**src/design/assert_macros.svh**
```systemverilog
// assertion macros used by the rgb to hsv contrast top level
// no dependencies
`ifndef ASSERT_MACROS_SVH
`define ASSERT_MACROS_SVH
// antecedent implies consequent in the same cycle
`define ASSERT_IMPL(label, clk, rst_n, ante, cons) \
  label: assert property (@(posedge clk) disable iff (!rst_n) (ante) |-> (cons)) \
    else $error("assertion failed");
// antecedent implies consequent in the next cycle
`define ASSERT_NEXT(label, clk, rst_n, ante, cons) \
  label: assert property (@(posedge clk) disable iff (!rst_n) (ante) |=> (cons)) \
    else $error("assertion failed");
`endif

```
**src/design/rthc_pkg.sv**
```systemverilog
// types and constants for the rgb to hsv contrast block
// no dependencies
`default_nettype none
package rthc_pkg;
  localparam int unsigned QBITS = 16;
  localparam logic [15:0] LUM_R = 16'd13933;
  localparam logic [15:0] LUM_G = 16'd46871;
  localparam logic [15:0] LUM_B = 16'd4732;
  localparam logic [25:0] LUM_HALF = 26'd16711680; // 255 * 65536

  typedef enum logic [2:0] {
    CODE_BLACK   = 3'd0,
    CODE_WHITE   = 3'd1,
    CODE_CYAN    = 3'd2,
    CODE_MAGENTA = 3'd3,
    CODE_YELLOW  = 3'd4
  } code_t;

  // payload handed from cell to cell
  typedef struct packed {
    logic [10:0] hue_rem;
    logic [10:0] hue_div;
    logic [15:0] hue_q;
    logic [7:0]  sat_rem;
    logic [7:0]  sat_div;
    logic [15:0] sat_q;
    logic        hue_zero;
    logic        sat_zero;
    logic        sat_full;
    logic [7:0]  bright;
    logic [7:0]  alpha;
    code_t       code;
  } stage_t;
endpackage
`default_nettype wire

```
**src/design/rthc_front.sv**
```systemverilog
// front stage: max, chroma, sector offset and contrast code
// depends on rthc_pkg
`default_nettype none
module rthc_front import rthc_pkg::*; (
  input  wire logic       clk,
  input  wire logic       rst_n,
  input  wire logic       in_vld,
  input  wire logic [7:0] red,
  input  wire logic [7:0] green,
  input  wire logic [7:0] blue,
  input  wire logic [7:0] alpha,
  output logic            vld_r,
  output stage_t          st_r
);
  logic [7:0] x, y, z, mn;
  logic [8:0] c;
  logic signed [4:0] k6;
  logic signed [13:0] h6s;
  logic [10:0] h6;
  logic [25:0] lum;
  logic sat_low;
  stage_t st_nxt;

  always_comb begin
    x = red;
    y = green;
    z = blue;
    k6 = 5'sd0;
    if (y < z) begin
      y = blue;
      z = green;
      k6 = -5'sd6;
    end
    if (x < y) begin
      y = x;
      x = (green < blue) ? blue : green;
      k6 = -5'sd2 - k6;
    end
    mn = (y < z) ? y : z;
    c = {1'b0, x} - {1'b0, mn};
    h6s = 14'(k6 * $signed({5'b0, c})) + $signed({6'b0, y}) - $signed({6'b0, z});
    h6 = (h6s < 0) ? 11'(-h6s) : 11'(h6s);
    lum = {10'b0, LUM_R} * {18'b0, red} + {10'b0, LUM_G} * {18'b0, green} +
          {10'b0, LUM_B} * {18'b0, blue};
    sat_low = ({c, 1'b0} < {2'b0, x});
    st_nxt.hue_rem = h6;
    st_nxt.hue_div = {2'b0, c} * 11'd6;
    st_nxt.hue_q = '0;
    st_nxt.sat_rem = c[7:0];
    st_nxt.sat_div = x;
    st_nxt.sat_q = '0;
    st_nxt.hue_zero = (c == 9'd0);
    st_nxt.sat_zero = (x == 8'd0);
    st_nxt.sat_full = (mn == 8'd0) && (x != 8'd0);
    st_nxt.bright = x;
    st_nxt.alpha = alpha;
    if (sat_low || x == 8'd0) begin
      st_nxt.code = ({lum, 1'b0} > {1'b0, LUM_HALF}) ? CODE_BLACK : CODE_WHITE;
    end else if ({2'b0, h6} < {4'b0, c} || {2'b0, h6} > {4'b0, c} * 13'd5) begin
      st_nxt.code = CODE_CYAN;
    end else if ({2'b0, h6} < {4'b0, c} * 13'd3) begin
      st_nxt.code = CODE_MAGENTA;
    end else begin
      st_nxt.code = CODE_YELLOW;
    end
  end

  always_ff @(posedge clk) begin
    if (!rst_n) begin
      vld_r <= 1'b0;
    end else begin
      vld_r <= in_vld;
    end
  end

  always_ff @(posedge clk) begin
    st_r <= st_nxt;
  end
endmodule
`default_nettype wire

```
**src/design/rthc_cell.sv**
```systemverilog
// divider cell: one quotient bit of hue and of saturation per request
// depends on rthc_pkg
`default_nettype none
module rthc_cell import rthc_pkg::*; (
  input  wire logic clk,
  input  wire logic rst_n,
  input  wire logic vld_in,
  input  stage_t    st_in,
  output logic      vld_r,
  output stage_t    st_r
);
  logic [11:0] h2;
  logic [8:0]  s2;
  stage_t st_nxt;

  always_comb begin
    st_nxt = st_in;
    h2 = {st_in.hue_rem, 1'b0};
    s2 = {st_in.sat_rem, 1'b0};
    if (h2 >= {1'b0, st_in.hue_div}) begin
      st_nxt.hue_rem = 11'(h2 - {1'b0, st_in.hue_div});
      st_nxt.hue_q = {st_in.hue_q[14:0], 1'b1};
    end else begin
      st_nxt.hue_rem = h2[10:0];
      st_nxt.hue_q = {st_in.hue_q[14:0], 1'b0};
    end
    if (s2 >= {1'b0, st_in.sat_div}) begin
      st_nxt.sat_rem = 8'(s2 - {1'b0, st_in.sat_div});
      st_nxt.sat_q = {st_in.sat_q[14:0], 1'b1};
    end else begin
      st_nxt.sat_rem = s2[7:0];
      st_nxt.sat_q = {st_in.sat_q[14:0], 1'b0};
    end
  end

  always_ff @(posedge clk) begin
    if (!rst_n) begin
      vld_r <= 1'b0;
    end else begin
      vld_r <= vld_in;
    end
  end

  always_ff @(posedge clk) begin
    st_r <= st_nxt;
  end
endmodule
`default_nettype wire

```
**src/design/rgb_to_hsv_contrast_top.sv**
```systemverilog
// top level of the rgb to hsv contrast block
// depends on rthc_pkg, rthc_front, rthc_cell and assert_macros.svh
//
// usage: drive in_red, in_green, in_blue and in_alpha with start high for one
// cycle; busy is always low, so a new pixel may be issued on every clock.
// each pixel gives exactly one result, shown for one cycle with out_valid high
// on out_hue, out_saturation, out_brightness, out_alpha_out and
// out_contrast_code. results leave in request order.
// structure: one front stage for max, chroma and contrast code, then a row of
// 16 divider cells, each adding one quotient bit of hue and of saturation.
// throughput: one pixel per cycle.
// reset (rst_n low, synchronous) drops every pending request; out_valid goes
// low at the next edge. the receiver cannot stall, so nothing is held back.
// hue is a fraction of the full circle times 65536; saturation is chroma over
// maximum times 65536, limited to 65535.
`default_nettype none
`include "assert_macros.svh"
module rgb_to_hsv_contrast_top import rthc_pkg::*; (
  input  wire logic       clk,
  input  wire logic       rst_n,
  input  wire logic       start,
  output logic            busy,
  input  wire logic [7:0] in_red,
  input  wire logic [7:0] in_green,
  input  wire logic [7:0] in_blue,
  input  wire logic [7:0] in_alpha,
  output logic            out_valid,
  output logic [15:0]     out_hue,
  output logic [15:0]     out_saturation,
  output logic [7:0]      out_brightness,
  output logic [7:0]      out_alpha_out,
  output logic [2:0]      out_contrast_code
);
  logic   vld [QBITS+1];
  stage_t st  [QBITS+1];
  stage_t last;

  assign busy = 1'b0;

  rthc_front u_front (
    .clk(clk), .rst_n(rst_n), .in_vld(start && !busy),
    .red(in_red), .green(in_green), .blue(in_blue), .alpha(in_alpha),
    .vld_r(vld[0]), .st_r(st[0])
  );

  for (genvar i = 0; i < QBITS; i++) begin : g_cell
    rthc_cell u_cell (
      .clk(clk), .rst_n(rst_n), .vld_in(vld[i]), .st_in(st[i]),
      .vld_r(vld[i+1]), .st_r(st[i+1])
    );
  end

  assign last = st[QBITS];
  assign out_valid = vld[QBITS];
  assign out_hue = last.hue_zero ? 16'd0 : last.hue_q;
  assign out_saturation = last.sat_zero ? 16'd0 :
                          (last.sat_full ? 16'hFFFF : last.sat_q);
  assign out_brightness = last.bright;
  assign out_alpha_out = last.alpha;
  assign out_contrast_code = last.code;

  `ASSERT_IMPL(a_code_range, clk, rst_n, out_valid, out_contrast_code <= CODE_YELLOW)
  `ASSERT_IMPL(a_black_sat, clk, rst_n, out_valid && out_brightness == 8'd0,
    out_saturation == 16'd0 && out_hue == 16'd0)
  `ASSERT_IMPL(a_low_sat_code, clk, rst_n, out_valid && !out_saturation[15],
    out_contrast_code == CODE_BLACK || out_contrast_code == CODE_WHITE)
  `ASSERT_NEXT(a_front_vld, clk, rst_n, start, vld[0])
endmodule
`default_nettype wire
```
**config.mk**
```make
export PLATFORM = sky130hd
export DESIGN_NAME = rgb_to_hsv_contrast_top
export DESIGN_NICKNAME = d
export VERILOG_FILES = /design/src/design/rthc_pkg.sv /design/src/design/rthc_front.sv /design/src/design/rthc_cell.sv /design/src/design/rgb_to_hsv_contrast_top.sv
export VERILOG_INCLUDE_DIRS = /design/src /design/src/design
export SDC_FILE = /design/constraint.sdc
export NUM_CORES = 2
export LEC_CHECK = 0
export BUFFER_PORTS_ARGS = -buffer_cell sky130_fd_sc_hd__buf_2
export CAP_MARGIN = 20
export CORE_ASPECT_RATIO = 0.6
export CORE_MARGIN = 1
export CORE_UTILIZATION = 40
export CTS_CLUSTER_SIZE = 25
export DETAILED_ROUTE_END_ITERATION = 10
export GPL_TIMING_DRIVEN = 0
export PLACE_DENSITY = 0.64
export SLEW_MARGIN = 40
export SYNTH_ARGS = -nofsm -noshare
export SYNTH_HDL_FRONTEND = slang
export SYNTH_HIERARCHICAL = 1
export SYNTH_SLANG_ARGS = --single-unit
```
**constraint.sdc**
```tcl
create_clock -name clk -period 27.4 [get_ports clk]
set_input_delay 0 -clock clk [delete_from_list [all_inputs] [get_ports clk]]
set_output_delay 0 -clock clk [all_outputs]
set_load 0.005 [all_outputs]
```
-- Word level (Yosys, flattened, before mapping)
Cells that the tools add are included.
- register bits: 1127
- bits of input ports: 35
- add/sub/neg operators: 37
- $mul: 7
- order comparisons: 41
- multiplexer cells: 77
- reduce and logical (&&, ||, !) cells: 7
- operator list (cell ; count):
    $ge A12 B11 Y1 ; 16
    $mux W11 ; 16
    $sub A11 B11 Y11 ; 15
    $mux W8 ; 20
    $ge A9 B8 Y1 ; 16
    $sub A8 B8 Y8 ; 15
    $mux W16 ; 3
    $mux W1 ; 33
    $gt A27 B24 Y1 const B ; 1
    $add A26 B21 Y26 ; 1
    $add A22 B24 Y25 ; 1
    $lt A8 B8 Y1 ; 3
    $mul A16 B8 Y24 const A ; 1
    $mul A14 B8 Y22 const A ; 1
    $mul A11 B8 Y19 const A ; 1
    $logic_not A8 Y1 ; 2
    $add A14 B9 Y14 ; 1
    $lt A14 B1 Y1 const B ; 1
    $mul A5 B10 Y14 ; 1
    $sub A14 B9 Y14 ; 1
    $gt A11 B12 Y1 ; 1
    $mul A9 B3 Y12 const B ; 1
    $lt A11 B11 Y1 ; 1
    $lt A11 B9 Y1 ; 1
    other kinds (12) ; 16

-- Longest topological paths before layout
- depth in word-level cells: 16
- depth in mapped cells: 63
- mapped depth without buffers: 59

-- Modules after synthesis
The synthesis kept the hierarchy.
- modules (own cells, without submodules) (module ; times used ; cells each ; area an instance (um^2) ; sequential area each (um^2)):
    rthc_cell ; 16 ; 256 ; 3014.1 ; 1861.8
    rthc_front ; 1 ; 1492 ; 13399.1 ; 1021.0
    rgb_to_hsv_contrast_top ; 1 ; 38 ; 307.8 ; 0.0

-- Least setup slack after synthesis
Ideal clock, no wire load.
- path type: input port to flip-flop
- from: input port in_blue[6]
- to: register u_front/st_r[0] in the netlist's numbering
- library setup time: 60 ps
- arrival time: 12314 ps
- data required time: 27340 ps
- path slack: 15026 ps
- stages on the path: 55
- cell sequence: inv_1 ha_1 a21o_1 a221oi_2 o21ai_1 buf_2 mux2i_1 ha_1 a21o_1 a21o_1 a211oi_1 o21a_1 nand2_1 clkbuf_1 o21ai_0 inv_1 ha_1 a211oi_2 [... 19 more ...] fa_1 inv_1 ha_1 o21ai_0 o21ai_1 a211o_1 a21oi_1 nor2_1 o21ai_0 ha_1 a21o_1 a21o_1 a21o_1 a221o_1 a2111oi_0 o21ai_0 a31oi_1 a32o_1
- RTL lines (element ; line ; source):
    start, declared ; rgb_to_hsv_contrast_top.sv:25 ; input wire logic [7:0] in_blue,
    end signal, assigned ; rthc_front.sv:77 ; st_r <= st_nxt;
    end, declared ; rthc_front.sv:13 ; output stage_t st_r

-- Final worst setup path
- from: input port in_blue[6]
- to: register u_front/st_r[2] in the netlist's numbering
- cells in the longest elaborated chain, start to end: 16
- elaborated cells on any way between the ends: 30
- ends and longest elaborated chain (element ; line ; source):
    $lt A8 B8 Y1 ; rthc_front.sv:29, rthc_front.sv:36 ;
    $mux W8 ; rthc_front.sv:29, rthc_front.sv:36 ;
    $lt A8 B8 Y1 ; rthc_front.sv:34 ; if (x < y) begin
    $mux W8 ; rthc_front.sv:34 ;
    $lt A8 B8 Y1 ; rthc_front.sv:39 ; mn = (y < z) ? y : z;
    $mux W8 ; rthc_front.sv:39 ;
    $sub A8 B8 Y9 * ; rthc_front.sv:40 ; c = {1'b0, x} - {1'b0, mn};
    net u_front.c[6] ; rthc_front.sv:16 ; logic [8:0] c;
    [... 2 more ...] ; n/a ;
    $sub A14 B9 Y14 * ; rthc_front.sv:41 ; h6s = 14'(k6 * $signed({5'b0, c})) + $signed({6'b0, y}) - $signed({6'b0, z});
    $lt A14 B1 Y1 * ; rthc_front.sv:42 ; h6 = (h6s < 0) ? 11'(-h6s) : 11'(h6s);
    $mux W11 * ; rthc_front.sv:42 ;
    net u_front.h6[1] ; rthc_front.sv:19 ; logic [10:0] h6;
    $lt A11 B11 Y1, or another cell as far along ; rthc_front.sv:61 ; end else if ({2'b0, h6} < {4'b0, c} * 13'd3) begin
    $mux W3 / $logic_or A1 B1 Y1 (equally long branches) ; rthc_front.sv:61, rthc_front.sv:59 ;
    $mux W3 * ; rthc_front.sv:59 ; end else if ({2'b0, h6} < {4'b0, c} || {2'b0, h6} > {4'b0, c} * 13'd5) begin
    $mux W3 * ; rthc_front.sv:57 ; if (sat_low || x == 8'd0) begin
The timed path passes the listed nets; every way through them passes the cells marked *.
A chain may end at the register's enable or synchronous reset.

==> results.tsv <==
stage	metric	value	unit
yosys	syn-num-nets	6039	
timing	finalMaxSlewViolations	0	
final_layout	area_growth	12.7	%
min_path	hold_depth	4	
clock_network	cts_buffer_depth	3	
detailed_routing	ant_nets	0	
critical_path	r2r_cells	7	
floorplan	design.portCount	88	
detailed_routing	drt_wl_total	114	mm
yosys	syn_area	55500	um^2
floorplan	core_area	137000	um^2
global_route	antenna_found_initial	3	
timing	finalSetupTns	0	ps
timing	timing.fmax	66.0	MHz
critical_path	crit_fanout	10	
timing	worst_slew_pin_slew	810	ps
global_route	overflow	0	
clock_network	cts_max_level	3	
timing	relSlewSlack	0.455	
clock_network	cts-root-buf	clkbuf_16	
yosys	synthCells	5224	
floorplan	rows	105	
critical_path	worstSetupStartpointType	input pin	
detailed_routing	vias	36100	
global_route	grt_pass1_vias	35100	
place	place_congestion	0.941	
timing	rsz0062_at_grt	false	
final_layout	drive_gt1_frac	0.108	
global_route	grt_usage	0.162	
floorplan	die_x	483	um
clock_network	clk_pin_slew_worst_paths	70	ps
clock_network	cts.sinks	1261	
min_path	hold_class	input pin to register	
detailed_routing	firstDrtPassIters	5	
clock_network	cts_buffers	112	
floorplan	die-area	140000	um^2
timing	setup_viol	0	
yosys	avgSynthCellArea	10.6	um^2
global_route	grt_pass1_wl	184	mm
clock_network	cts_tree	built	
critical_path	cpMaxStageDelayCell	o21ai_0	
critical_path	crit_arrival	15810	ps
timing	fin_crit	15150	ps
critical_path	r2r_setup_slack	24780	ps
detailed_routing	via_per_inst	4.90	
floorplan	die_h	291	um
floorplan	initial_utilization	0.405	
final_layout	final_cell_mix	dfxtp_1, inv_1, ha_1	
outcome	status	finished clean	
place	numPortBuffers	86	
yosys	synth_warnings	6	
critical_path	path_common_cell	ha_1	
timing	layout_worst_path_cycle_share	0.553	
clock_network	post-cts-setup-buffers	0	
final_layout	layout_commonest_cell	dfxtp_1	
critical_path	critPathMaxStageDelay	660	ps
timing	finalHoldViolations	0	
global_route	grt_max_degree	18	
detailed_routing	drc	0	
detailed_routing	drtIter0Drc	2488	
critical_path	worstPathRequired	28060	ps
final_layout	nets	6268	
detailed_routing	wl_per_cell	15.4	um
place	hpwl	87.8	mm
clock_network	clkLatencyLatePin	750	ps
timing	clock_skew	46.4	ps
critical_path	critPathCaptureType	register	
run	drv_cap	0	
critical_path	critical_path_class	input pin to register	
## per-stage QoR
step | hold WS [ps] | utilization | cell area (um^2) | cells | setup slack (ps)
finish | 164 | 0.456 | 62600 | 7370 | 12250
CTS | 87.1 | 0.456 | 62600 | 7367 | 12630
detailed placement | 104 | 0.425 | 58300 | 7130 | 11840
global route | 168 | 0.456 | 62600 | 7370 | 11480
floorplan | 27.7 | - | 55500 | 5224 | 15030
global placement | 102 | 0.425 | 58200 | 7129 | 11100
## sequential cells by signal (all words and copies together) (netlist names)
register and flops:
g_cell.u_cell/st_r 1194, u_front/st_r 50, g_cell.u_cell/vld_r 16, u_front/vld_r 1
## path summary, 6_finish.rpt
kind | from | to
worst max-delay path | in_blue[6] | u_front/st_r[2]
worst min-delay path | in_green[5] | u_front/st_r[16]
worst max register to register | g_cell[1].u_cell/st_r[77] | g_cell[2].u_cell/st_r[89]
worst min register to register | g_cell[1].u_cell/st_r[16] | g_cell[2].u_cell/st_r[16]
## timing repair
| item | CTS | global route |
|---|---|---|
| setup endpoints to repair | 0 | 0 |
| hold buffers | 28 | 0 |
| endpoints found under the hold margin | 33 | 0 |
| gates resized for setup | 0 | 0 |
## worst max-delay path, delay by kind of cell
kind | cells | cell delay, ps
compound gates | 24 | 6810
fa+ha+maj | 11 | 4000
simple gates | 9 | 2200
buf+inv | 11 | 1770
mux | 2 | 990
## layout make-up
cell class | instances | area [um^2]
diodes | 3 | 7.51
plain buffers | 111 | 633
clock buffers | 149 | 3190
clock inverters | 60 | 835
fillers | 12700 | 74600
inverters | 713 | 2680
multi-input cells | 3139 | 27000
flip-flops and latches | 1261 | 25200
well taps | 1819 | 2280
repair buffers | 115 | 718
## routing by layer
layer  GRT usage  wire length [um]  up-vias
met3      0.0425              8310      168
met4      0.0389              2310        0
met5           0                 0        -
met2       0.219             43300      826
met1       0.251             59900    17000
li1            -                 -    18100
Power is not shown: default switching activity piles up to over one toggle a cycle in this logic, so the estimate is an artifact.
